`src/rtl/core/cbs_pkg.sv`:
```
package cbs_pkg;

	localparam int MAX_CELLS      = 5;
	localparam int CELL_COUNT_DEF = 3;
	localparam int CELL_MV_W      = 16;
	localparam int UNBAL_W        = 8;
	localparam int TEMP_W         = 8;
	localparam int SLOT_W         = 3;
	localparam int TEMP_BASE_C    = 30;
	localparam int TEMP_STEP_C    = 10;

	// stream payload layout
	localparam int IN_TDATA_W  = 88;
	localparam int OUT_TDATA_W = 8;
	localparam int TEMP_LSB    = MAX_CELLS * CELL_MV_W;

	// configuration port
	localparam int CFG_IDX_W  = 3;
	localparam int CFG_DATA_W = 16;

	localparam logic [CFG_IDX_W-1:0] REG_BALANCE_ENABLE = 3'd0;
	localparam logic [CFG_IDX_W-1:0] REG_OVERVOLTAGE    = 3'd1;
	localparam logic [CFG_IDX_W-1:0] REG_MIN_START      = 3'd2;
	localparam logic [CFG_IDX_W-1:0] REG_VALID_LOW      = 3'd3;
	localparam logic [CFG_IDX_W-1:0] REG_VALID_HIGH     = 3'd4;
	localparam logic [CFG_IDX_W-1:0] REG_UNBALANCE      = 3'd5;

	localparam logic [CELL_MV_W-1:0] OVERVOLTAGE_RST = 16'd4200;
	localparam logic [CELL_MV_W-1:0] MIN_START_RST   = 16'd4200;
	localparam logic [CELL_MV_W-1:0] VALID_LOW_RST   = 16'd2500;
	localparam logic [CELL_MV_W-1:0] VALID_HIGH_RST  = 16'd4500;
	localparam logic [UNBAL_W-1:0]   UNBALANCE_RST   = 8'd3;

	// per-lane decision flags, valid in the second stage
	typedef struct packed {
		logic over;   // at or above overvoltage
		logic start;  // at or above minimum plus offset
		logic hold;   // strictly above minimum
	} lane_dec_t;

	// item-wide controls found by the merge stage
	typedef struct packed {
		logic              incoherent;
		logic              fresh;
		logic [SLOT_W-1:0] slots;
	} merge_ctl_t;

	// five slots below 30 C, one fewer per further 10 C, none from 70 C
	function automatic logic [SLOT_W-1:0] slot_limit(input logic signed [TEMP_W-1:0] temp);
		logic [SLOT_W-1:0] lim;
		logic              found;
		lim   = '0;
		found = 1'b0;
		for (int i = 0; i < MAX_CELLS; i++) begin
			if (!found && (int'(temp) < TEMP_BASE_C + i * TEMP_STEP_C)) begin
				lim   = SLOT_W'(MAX_CELLS - i);
				found = 1'b1;
			end
		end
		return lim;
	endfunction

endpackage

```
`src/rtl/core/cbs_lane.sv`:
```
module cbs_lane
	import cbs_pkg::*;
(
	input  logic                 clk,
	input  logic                 load,
	input  logic [CELL_MV_W-1:0] cell_mv,
	input  logic [CELL_MV_W-1:0] valid_low_mv,
	input  logic [CELL_MV_W-1:0] valid_high_mv,
	input  logic [CELL_MV_W-1:0] overvoltage_mv,
	input  logic [UNBAL_W-1:0]   unbalance_mv,
	input  logic [CELL_MV_W-1:0] vmin_s1,
	output logic                 in_window,
	output lane_dec_t            dec
);

	logic [CELL_MV_W-1:0] cell_s1;
	logic [CELL_MV_W:0]   start_lvl;

	// first stage: window screen on the raw reading
	assign in_window = (cell_mv >= valid_low_mv) && (cell_mv <= valid_high_mv);

	always_ff @(posedge clk) begin
		if (load) begin
			cell_s1 <= cell_mv;
		end
	end

	// second stage: compare against the merged minimum, no wrap on the sum
	assign start_lvl = {1'b0, vmin_s1} + {{(CELL_MV_W + 1 - UNBAL_W){1'b0}}, unbalance_mv};

	always_comb begin
		dec.over  = cell_s1 >= overvoltage_mv;
		dec.start = {1'b0, cell_s1} >= start_lvl;
		dec.hold  = cell_s1 > vmin_s1;
	end

endmodule

```
`src/rtl/core/cbs_merge.sv`:
```
module cbs_merge
	import cbs_pkg::*;
#(
	parameter int CELL_COUNT = CELL_COUNT_DEF
) (
	input  logic                                  clk,
	input  logic                                  load,
	input  logic [CELL_COUNT-1:0][CELL_MV_W-1:0]  cells_mv,
	input  logic [CELL_COUNT-1:0]                 in_window,
	input  logic signed [TEMP_W-1:0]              temperature_c,
	input  logic                                  reading_fresh,
	input  logic [CELL_MV_W-1:0]                  min_start_mv,
	output logic [CELL_MV_W-1:0]                  vmin_s1,
	output merge_ctl_t                            ctl_s1
);

	logic [CELL_MV_W-1:0] vmin;
	merge_ctl_t           ctl;

	// short chain over at most five lanes
	always_comb begin
		vmin = min_start_mv;
		for (int i = 0; i < CELL_COUNT; i++) begin
			if (in_window[i] && (cells_mv[i] < vmin)) begin
				vmin = cells_mv[i];
			end
		end
		ctl.incoherent = ~&in_window;
		ctl.fresh      = reading_fresh;
		ctl.slots      = slot_limit(temperature_c);
	end

	always_ff @(posedge clk) begin
		if (load) begin
			vmin_s1 <= vmin;
			ctl_s1  <= ctl;
		end
	end

endmodule

```
`src/rtl/core/cbs_select.sv`:
```
module cbs_select
	import cbs_pkg::*;
#(
	parameter int CELL_COUNT = CELL_COUNT_DEF
) (
	input  lane_dec_t [CELL_COUNT-1:0] dec,
	input  merge_ctl_t                 ctl,
	input  logic                       balance_enable,
	input  logic [CELL_COUNT-1:0]      prev_mask,
	output logic [CELL_COUNT-1:0]      next_mask
);

	logic [SLOT_W-1:0]     slots;
	logic [CELL_COUNT-1:0] grant;
	logic                  want;

	// lower index takes a slot first
	always_comb begin
		slots = ctl.slots;
		grant = '0;
		for (int i = 0; i < CELL_COUNT; i++) begin
			if (slots == '0) begin
				want = 1'b0;
			end else if (dec[i].over) begin
				want = 1'b1;
			end else if (!prev_mask[i]) begin
				want = dec[i].start;
			end else begin
				want = dec[i].hold;
			end
			if (want) begin
				grant[i] = 1'b1;
				slots    = slots - 1'b1;
			end
		end

		if (ctl.incoherent || !balance_enable) begin
			next_mask = '0;
		end else if (!ctl.fresh) begin
			next_mask = prev_mask;
		end else begin
			next_mask = grant;
		end
	end

endmodule

```
`src/rtl/core/cell_balance_selector.sv`:
```
// Path: an accepted input passes the stage-1 registers, then the output register.
// Throughput: one transaction per cycle unless m_tready holds the output; the
// balancing mask is the only state carried between items, resolved in the second stage.
// Reset (arst_n low, asynchronous): pipeline empty, mask cleared, registers
// back to enable 0, 4200, 4200, 2500, 4500, 3 mV.
module cell_balance_selector
	import cbs_pkg::*;
#(
	parameter int CELL_COUNT = CELL_COUNT_DEF
) (
	input  logic                   clk,
	input  logic                   arst_n,
	// input stream
	input  logic                   s_tvalid,
	output logic                   s_tready,
	input  logic [IN_TDATA_W-1:0]  s_tdata,   // cell0_mv, cell1_mv, cell2_mv, cell3_mv,
	                                          // cell4_mv, temperature_c
	input  logic                   s_tuser,   // reading_fresh
	// output stream
	output logic                   m_tvalid,
	input  logic                   m_tready,
	output logic [OUT_TDATA_W-1:0] m_tdata,   // balance_mask[4:0], mask_changed,
	                                          // readings_incoherent, zero pad
	// configuration writes
	input  logic                   cfg_we,
	input  logic [CFG_IDX_W-1:0]   cfg_index,
	input  logic [CFG_DATA_W-1:0]  cfg_data
);

	// configuration registers
	logic                 balance_enable_q;
	logic [CELL_MV_W-1:0] overvoltage_mv_q;
	logic [CELL_MV_W-1:0] min_start_mv_q;
	logic [CELL_MV_W-1:0] valid_low_mv_q;
	logic [CELL_MV_W-1:0] valid_high_mv_q;
	logic [UNBAL_W-1:0]   unbalance_mv_q;

	always_ff @(posedge clk or negedge arst_n) begin
		if (!arst_n) begin
			balance_enable_q <= 1'b0;
			overvoltage_mv_q <= OVERVOLTAGE_RST;
			min_start_mv_q   <= MIN_START_RST;
			valid_low_mv_q   <= VALID_LOW_RST;
			valid_high_mv_q  <= VALID_HIGH_RST;
			unbalance_mv_q   <= UNBALANCE_RST;
		end else if (cfg_we) begin
			unique case (cfg_index)
				REG_BALANCE_ENABLE: balance_enable_q <= cfg_data[0];
				REG_OVERVOLTAGE:    overvoltage_mv_q <= cfg_data;
				REG_MIN_START:      min_start_mv_q   <= cfg_data;
				REG_VALID_LOW:      valid_low_mv_q   <= cfg_data;
				REG_VALID_HIGH:     valid_high_mv_q  <= cfg_data;
				REG_UNBALANCE:      unbalance_mv_q   <= cfg_data[UNBAL_W-1:0];
				default: ;  // unused index, write dropped
			endcase
		end
	end

	// handshake: stage 1 feeds the output register, which may hold a result
	// while stage 1 already takes the next transaction
	logic s1_valid_q;
	logic out_valid_q;
	logic adv2;
	logic accept;

	assign adv2     = s1_valid_q && (!out_valid_q || m_tready);
	assign s_tready = !s1_valid_q || adv2;
	assign accept   = s_tvalid && s_tready;

	always_ff @(posedge clk or negedge arst_n) begin
		if (!arst_n) begin
			s1_valid_q  <= 1'b0;
			out_valid_q <= 1'b0;
		end else begin
			if (accept) begin
				s1_valid_q <= 1'b1;
			end else if (adv2) begin
				s1_valid_q <= 1'b0;
			end
			if (adv2) begin
				out_valid_q <= 1'b1;
			end else if (m_tready) begin
				out_valid_q <= 1'b0;
			end
		end
	end

	// unpack the used cells
	logic [CELL_COUNT-1:0][CELL_MV_W-1:0] cells_mv;
	logic signed [TEMP_W-1:0]             temperature_c;

	always_comb begin
		for (int i = 0; i < CELL_COUNT; i++) begin
			cells_mv[i] = s_tdata[i*CELL_MV_W +: CELL_MV_W];
		end
	end
	assign temperature_c = s_tdata[TEMP_LSB +: TEMP_W];

	// one lane per used cell
	logic [CELL_COUNT-1:0]     in_window;
	lane_dec_t [CELL_COUNT-1:0] dec;
	logic [CELL_MV_W-1:0]      vmin_s1;
	merge_ctl_t                ctl_s1;

	for (genvar g = 0; g < CELL_COUNT; g++) begin : g_lane
		cbs_lane u_lane (
			.clk            (clk),
			.load           (accept),
			.cell_mv        (cells_mv[g]),
			.valid_low_mv   (valid_low_mv_q),
			.valid_high_mv  (valid_high_mv_q),
			.overvoltage_mv (overvoltage_mv_q),
			.unbalance_mv   (unbalance_mv_q),
			.vmin_s1        (vmin_s1),
			.in_window      (in_window[g]),
			.dec            (dec[g])
		);
	end

	// minimum, coherence and temperature slot limit across lanes
	cbs_merge #(
		.CELL_COUNT (CELL_COUNT)
	) u_merge (
		.clk           (clk),
		.load          (accept),
		.cells_mv      (cells_mv),
		.in_window     (in_window),
		.temperature_c (temperature_c),
		.reading_fresh (s_tuser),
		.min_start_mv  (min_start_mv_q),
		.vmin_s1       (vmin_s1),
		.ctl_s1        (ctl_s1)
	);

	// second stage: slot allocation against the held mask
	logic [CELL_COUNT-1:0] mask_q;
	logic [CELL_COUNT-1:0] next_mask;

	cbs_select #(
		.CELL_COUNT (CELL_COUNT)
	) u_select (
		.dec            (dec),
		.ctl            (ctl_s1),
		.balance_enable (balance_enable_q),
		.prev_mask      (mask_q),
		.next_mask      (next_mask)
	);

	// mask state advances only when a result moves into the output register
	always_ff @(posedge clk or negedge arst_n) begin
		if (!arst_n) begin
			mask_q <= '0;
		end else if (adv2) begin
			mask_q <= next_mask;
		end
	end

	logic [MAX_CELLS-1:0] out_mask_q;
	logic                 out_changed_q;
	logic                 out_incoherent_q;

	always_ff @(posedge clk) begin
		if (adv2) begin
			out_mask_q       <= MAX_CELLS'(next_mask);
			out_changed_q    <= next_mask != mask_q;
			out_incoherent_q <= ctl_s1.incoherent;
		end
	end

	assign m_tvalid = out_valid_q;
	assign m_tdata  = {{(OUT_TDATA_W - MAX_CELLS - 2){1'b0}},
	                   out_incoherent_q, out_changed_q, out_mask_q};

endmodule
```
`config.mk`:
```
export PLATFORM = sky130hd
export DESIGN_NAME = cell_balance_selector
export DESIGN_NICKNAME = d
export VERILOG_FILES = /design/src/rtl/core/cbs_pkg.sv /design/src/rtl/core/cbs_lane.sv /design/src/rtl/core/cbs_merge.sv /design/src/rtl/core/cbs_select.sv /design/src/rtl/core/cell_balance_selector.sv
export SDC_FILE = /design/constraint.sdc
export NUM_CORES = 1
export LEC_CHECK = 0
export BUFFER_PORTS_ARGS = -buffer_cell sky130_fd_sc_hd__buf_2
export CAP_MARGIN = 25
export CELL_PAD_IN_SITES_DETAIL_PLACEMENT = 0
export CELL_PAD_IN_SITES_GLOBAL_PLACEMENT = 1
export CORE_MARGIN = 5
export CORE_UTILIZATION = 33
export CTS_CLUSTER_DIAMETER = 60
export DETAILED_ROUTE_END_ITERATION = 6
export PLACE_DENSITY = 0.59
export SYNTH_ARGS = -nofsm -noshare
export SYNTH_HDL_FRONTEND = slang
export SYNTH_SLANG_ARGS = --single-unit
```
`constraint.sdc`:
```
create_clock -name clk -period 15.5 [get_ports clk]
set_clock_uncertainty 0.1 [all_clocks]
set_input_delay 1.55 -clock clk [delete_from_list [all_inputs] [get_ports clk]]
set_output_delay 1.55 -clock clk [all_outputs]
set_load 0.02 [all_outputs]
```
==> results.toml <==
[clock_tree]
post_cts_buffers = 0
ctsHoldBuffers = 0
clk_path_buf_depth = 2
htree_levels = 4
cts_tree = "built"
clk_latency_ns = 0.44
cts.reportedPaths.clkPinSlew_ns = 0.07
root_buffer = "clkbuf_16"
cts.sinks = 152
cts_buffers = 17
cts-resized-gates = 0

[finish]
diodes = 0
design_area_um2 = 14600
fillers = 3881
layout.nets = 1817
syn_to_final_growth_pct = 12.5
drive_above_1_share = 0.145
final_common_cell = "ha_1"
final_cell_mix = "ha_1, inv_1, o21ai_0"

[critical_path]
reg2reg_from = "valid_low_mv_q[11]"
crit_slowest_cell = "o211a_1"
cp-start-kind = "primary input"
slowest_delay_ns = 0.72
worst-setup-path-type = "in -> reg"
path_common_cell = "a21oi_1"
crit_arrival_ns = 8.58
rr_worst_depth = 30
crit_fanout = 32
end_kind = "flip-flop"
startpoint = "s_tdata[1]"
critPathRequiredTime_ns = 15.59

[yosys]
synth_compound_area_frac = 0.159
synthCells = 1314
synthTopCellsByArea = "ha_1, edfxtp_1, dfrtp_1"
ys_seq_area_frac = 0.323
synth_edf_count = 74
synth-simple-area-share = 0.117
async_reset_ff_frac = 0.513
mappedNetlistArea_um2 = 13000
yosysTopAreaCell = "ha_1"
ys_warn_count = 0
synth_seq_cells = 152
ys_types = 72
synthMuxAreaShare = 0.0589
synth_flop_cell = "edfxtp_1"
synth_top_area_frac = 0.284
synth_top_family_by_area = "adder cells"
syn_area_per_cell_um2 = 9.91
synthXorXnorAreaFrac = 0.0101
synth_fa_ha_area_frac = 0.286

[die]
io_pins = 123
fp.dieH_um = 209
fp-row-count = 72
core_region_area_um2 = 38800
chipWidth_um = 209
die_area_um2 = 43500
initial_core_util = 0.335

[grt]
grt_max_degree = 70
gr-total-overflow = 0
gr-usage-all-layers = 0.182
grt_pass1_vias = 10500
grt_pass1_wl_um = 60800
antenna_found_initial = 0

[power]
p_total_w = 0.00187
p_leak_nw = 6.87
ir_drop_uv = 84.8
power.density_nw_per_um2 = 127

[placed_design]
placed_area_um2 = 14000
hpwl_um = 33000
gp_congestion = 0.888
pre_cts_ws_ns = 6.45
io_buffers = 86

[route]
via_per_inst = 5.18
vias = 10000
wirelength_um = 39700
drt_iter0_markers = 510
drc = 0
dr.pass1.iters = 5
wire_per_inst_um = 20.5
ant_nets = 0

[timing]
period_minus_slack_ns = 8.49
finalMaxSlewViolations = 0
finalSetupTns_ns = 0
holdWs_ns = 0.391
rsz0062_at_grt = "no"
slew_headroom = 0.383
worst-slew-pin-transition_ns = 0.926
clock.fmax_mhz = 118
hold_violations = 0
finalCritPeriodShare = 0.548
fin_ws_ns = 7.01
setup_viol = 0

[min_path]
hold_class = "reg -> reg"
hold_depth = 0
min-delay-start = "u_merge.ctl_s1[4]"

[job]
maxCapViolations = 0

[run_status]
status = "complete, no violations"
-- final cells by class --
| cell class | instances | area [um2] | area share |
|---|---|---|---|
| well taps | 518 | 648 | 0.0442 |
| multi-input cells | 1015 | 8230 | 0.562 |
| clock buffers | 21 | 450 | 0.0308 |
| clock inverters | 11 | 123 | 0.00837 |
| flip-flops and latches | 152 | 4200 | 0.287 |
| repair buffers | 95 | 528 | 0.0360 |
| inverters | 126 | 473 | 0.0323 |
-- cells in the mapped netlist, types with 16 or more instances --
cell	instances
dfstp_2	20
nand3_1	24
nor2b_1	24
ha_1	296
dfrtp_1	58
nand2b_1	16
edfxtp_1	74
a21oi_1	96
nand4_1	44
nor2_1	64
mux2i_1	20
o21ai_0	107
a21o_1	47
nand2_1	79
mux2_2	37
inv_1	126
-- through the flow --
step / cells / utilization
after detailed placement: 1905 / 0.362
after global placement: 1904 / 0.361
final: 1938 / 0.377
after global routing: 1938 / 0.377
after floorplan: 1316 / -
after CTS: 1937 / 0.377
-- sequential cells by signal (all words and copies together), names as in the netlist, 3 cells and up --
name	count
min_start_mv_q	16
unbalance_mv_q	8
overvoltage_mv_q	16
u_merge.vmin_s1	16
mask_q	3
valid_low_mv_q	16
out_mask_q	3
valid_high_mv_q	16
u_merge.ctl_s1	5
g_lane.u_lane.cell_s1	48
-- metal layers --
| layer | wire (um) | GRT usage | vias up |
|---|---|---|---|
| met5 | 0 | 0 | - |
| met4 | 845 | 0.0477 | 0 |
| met3 | 1020 | 0.0255 | 39 |
| met2 | 19000 | 0.310 | 151 |
| met1 | 18900 | 0.245 | 4798 |
| li1 | - | - | 5046 |
-- final timing paths --
| kind | endpoint | slack (ns) |
|---|---|---|
| max | u_merge.vmin_s1[4] | 7.01 |
| min | out_incoherent_q | 0.39 |
| max reg2reg | u_merge.vmin_s1[4] | 7.76 |
| min reg2reg | out_incoherent_q | 0.39 |
| max in group asynchronous | overvoltage_mv_q[8] | 13.31 |
| min in group asynchronous | valid_high_mv_q[3] | 0.98 |
-- logic make-up after synthesis --
group,count (synthesis)
other cells,1
mux,67
buf+inv,149
simple gates,300
fa+ha+maj,297
compound gates,333
flops,152
xor+xnor,15
-- power breakdown --
group / internal (W) / leakage, nW / switching [W] / total, W
clock network: 0.000242 / 0.272 / 0.000183 / 0.000424
registers: 0.000505 / 1.62 / 0.0000424 / 0.000547
logic: 0.000378 / 4.98 / 0.000516 / 0.000895
-- worst max-delay path: cells and delay by family --
kind | cells | cell delay, ns
adder cells (fa/ha/maj) | 3 | 0.90
AND/OR/NAND/NOR | 4 | 0.56
buffers and inverters | 4 | 0.84
AO/OA/AOI/OAI | 18 | 4.01
multiplexers | 2 | 0.69
Power figures use the tool's default switching activity.
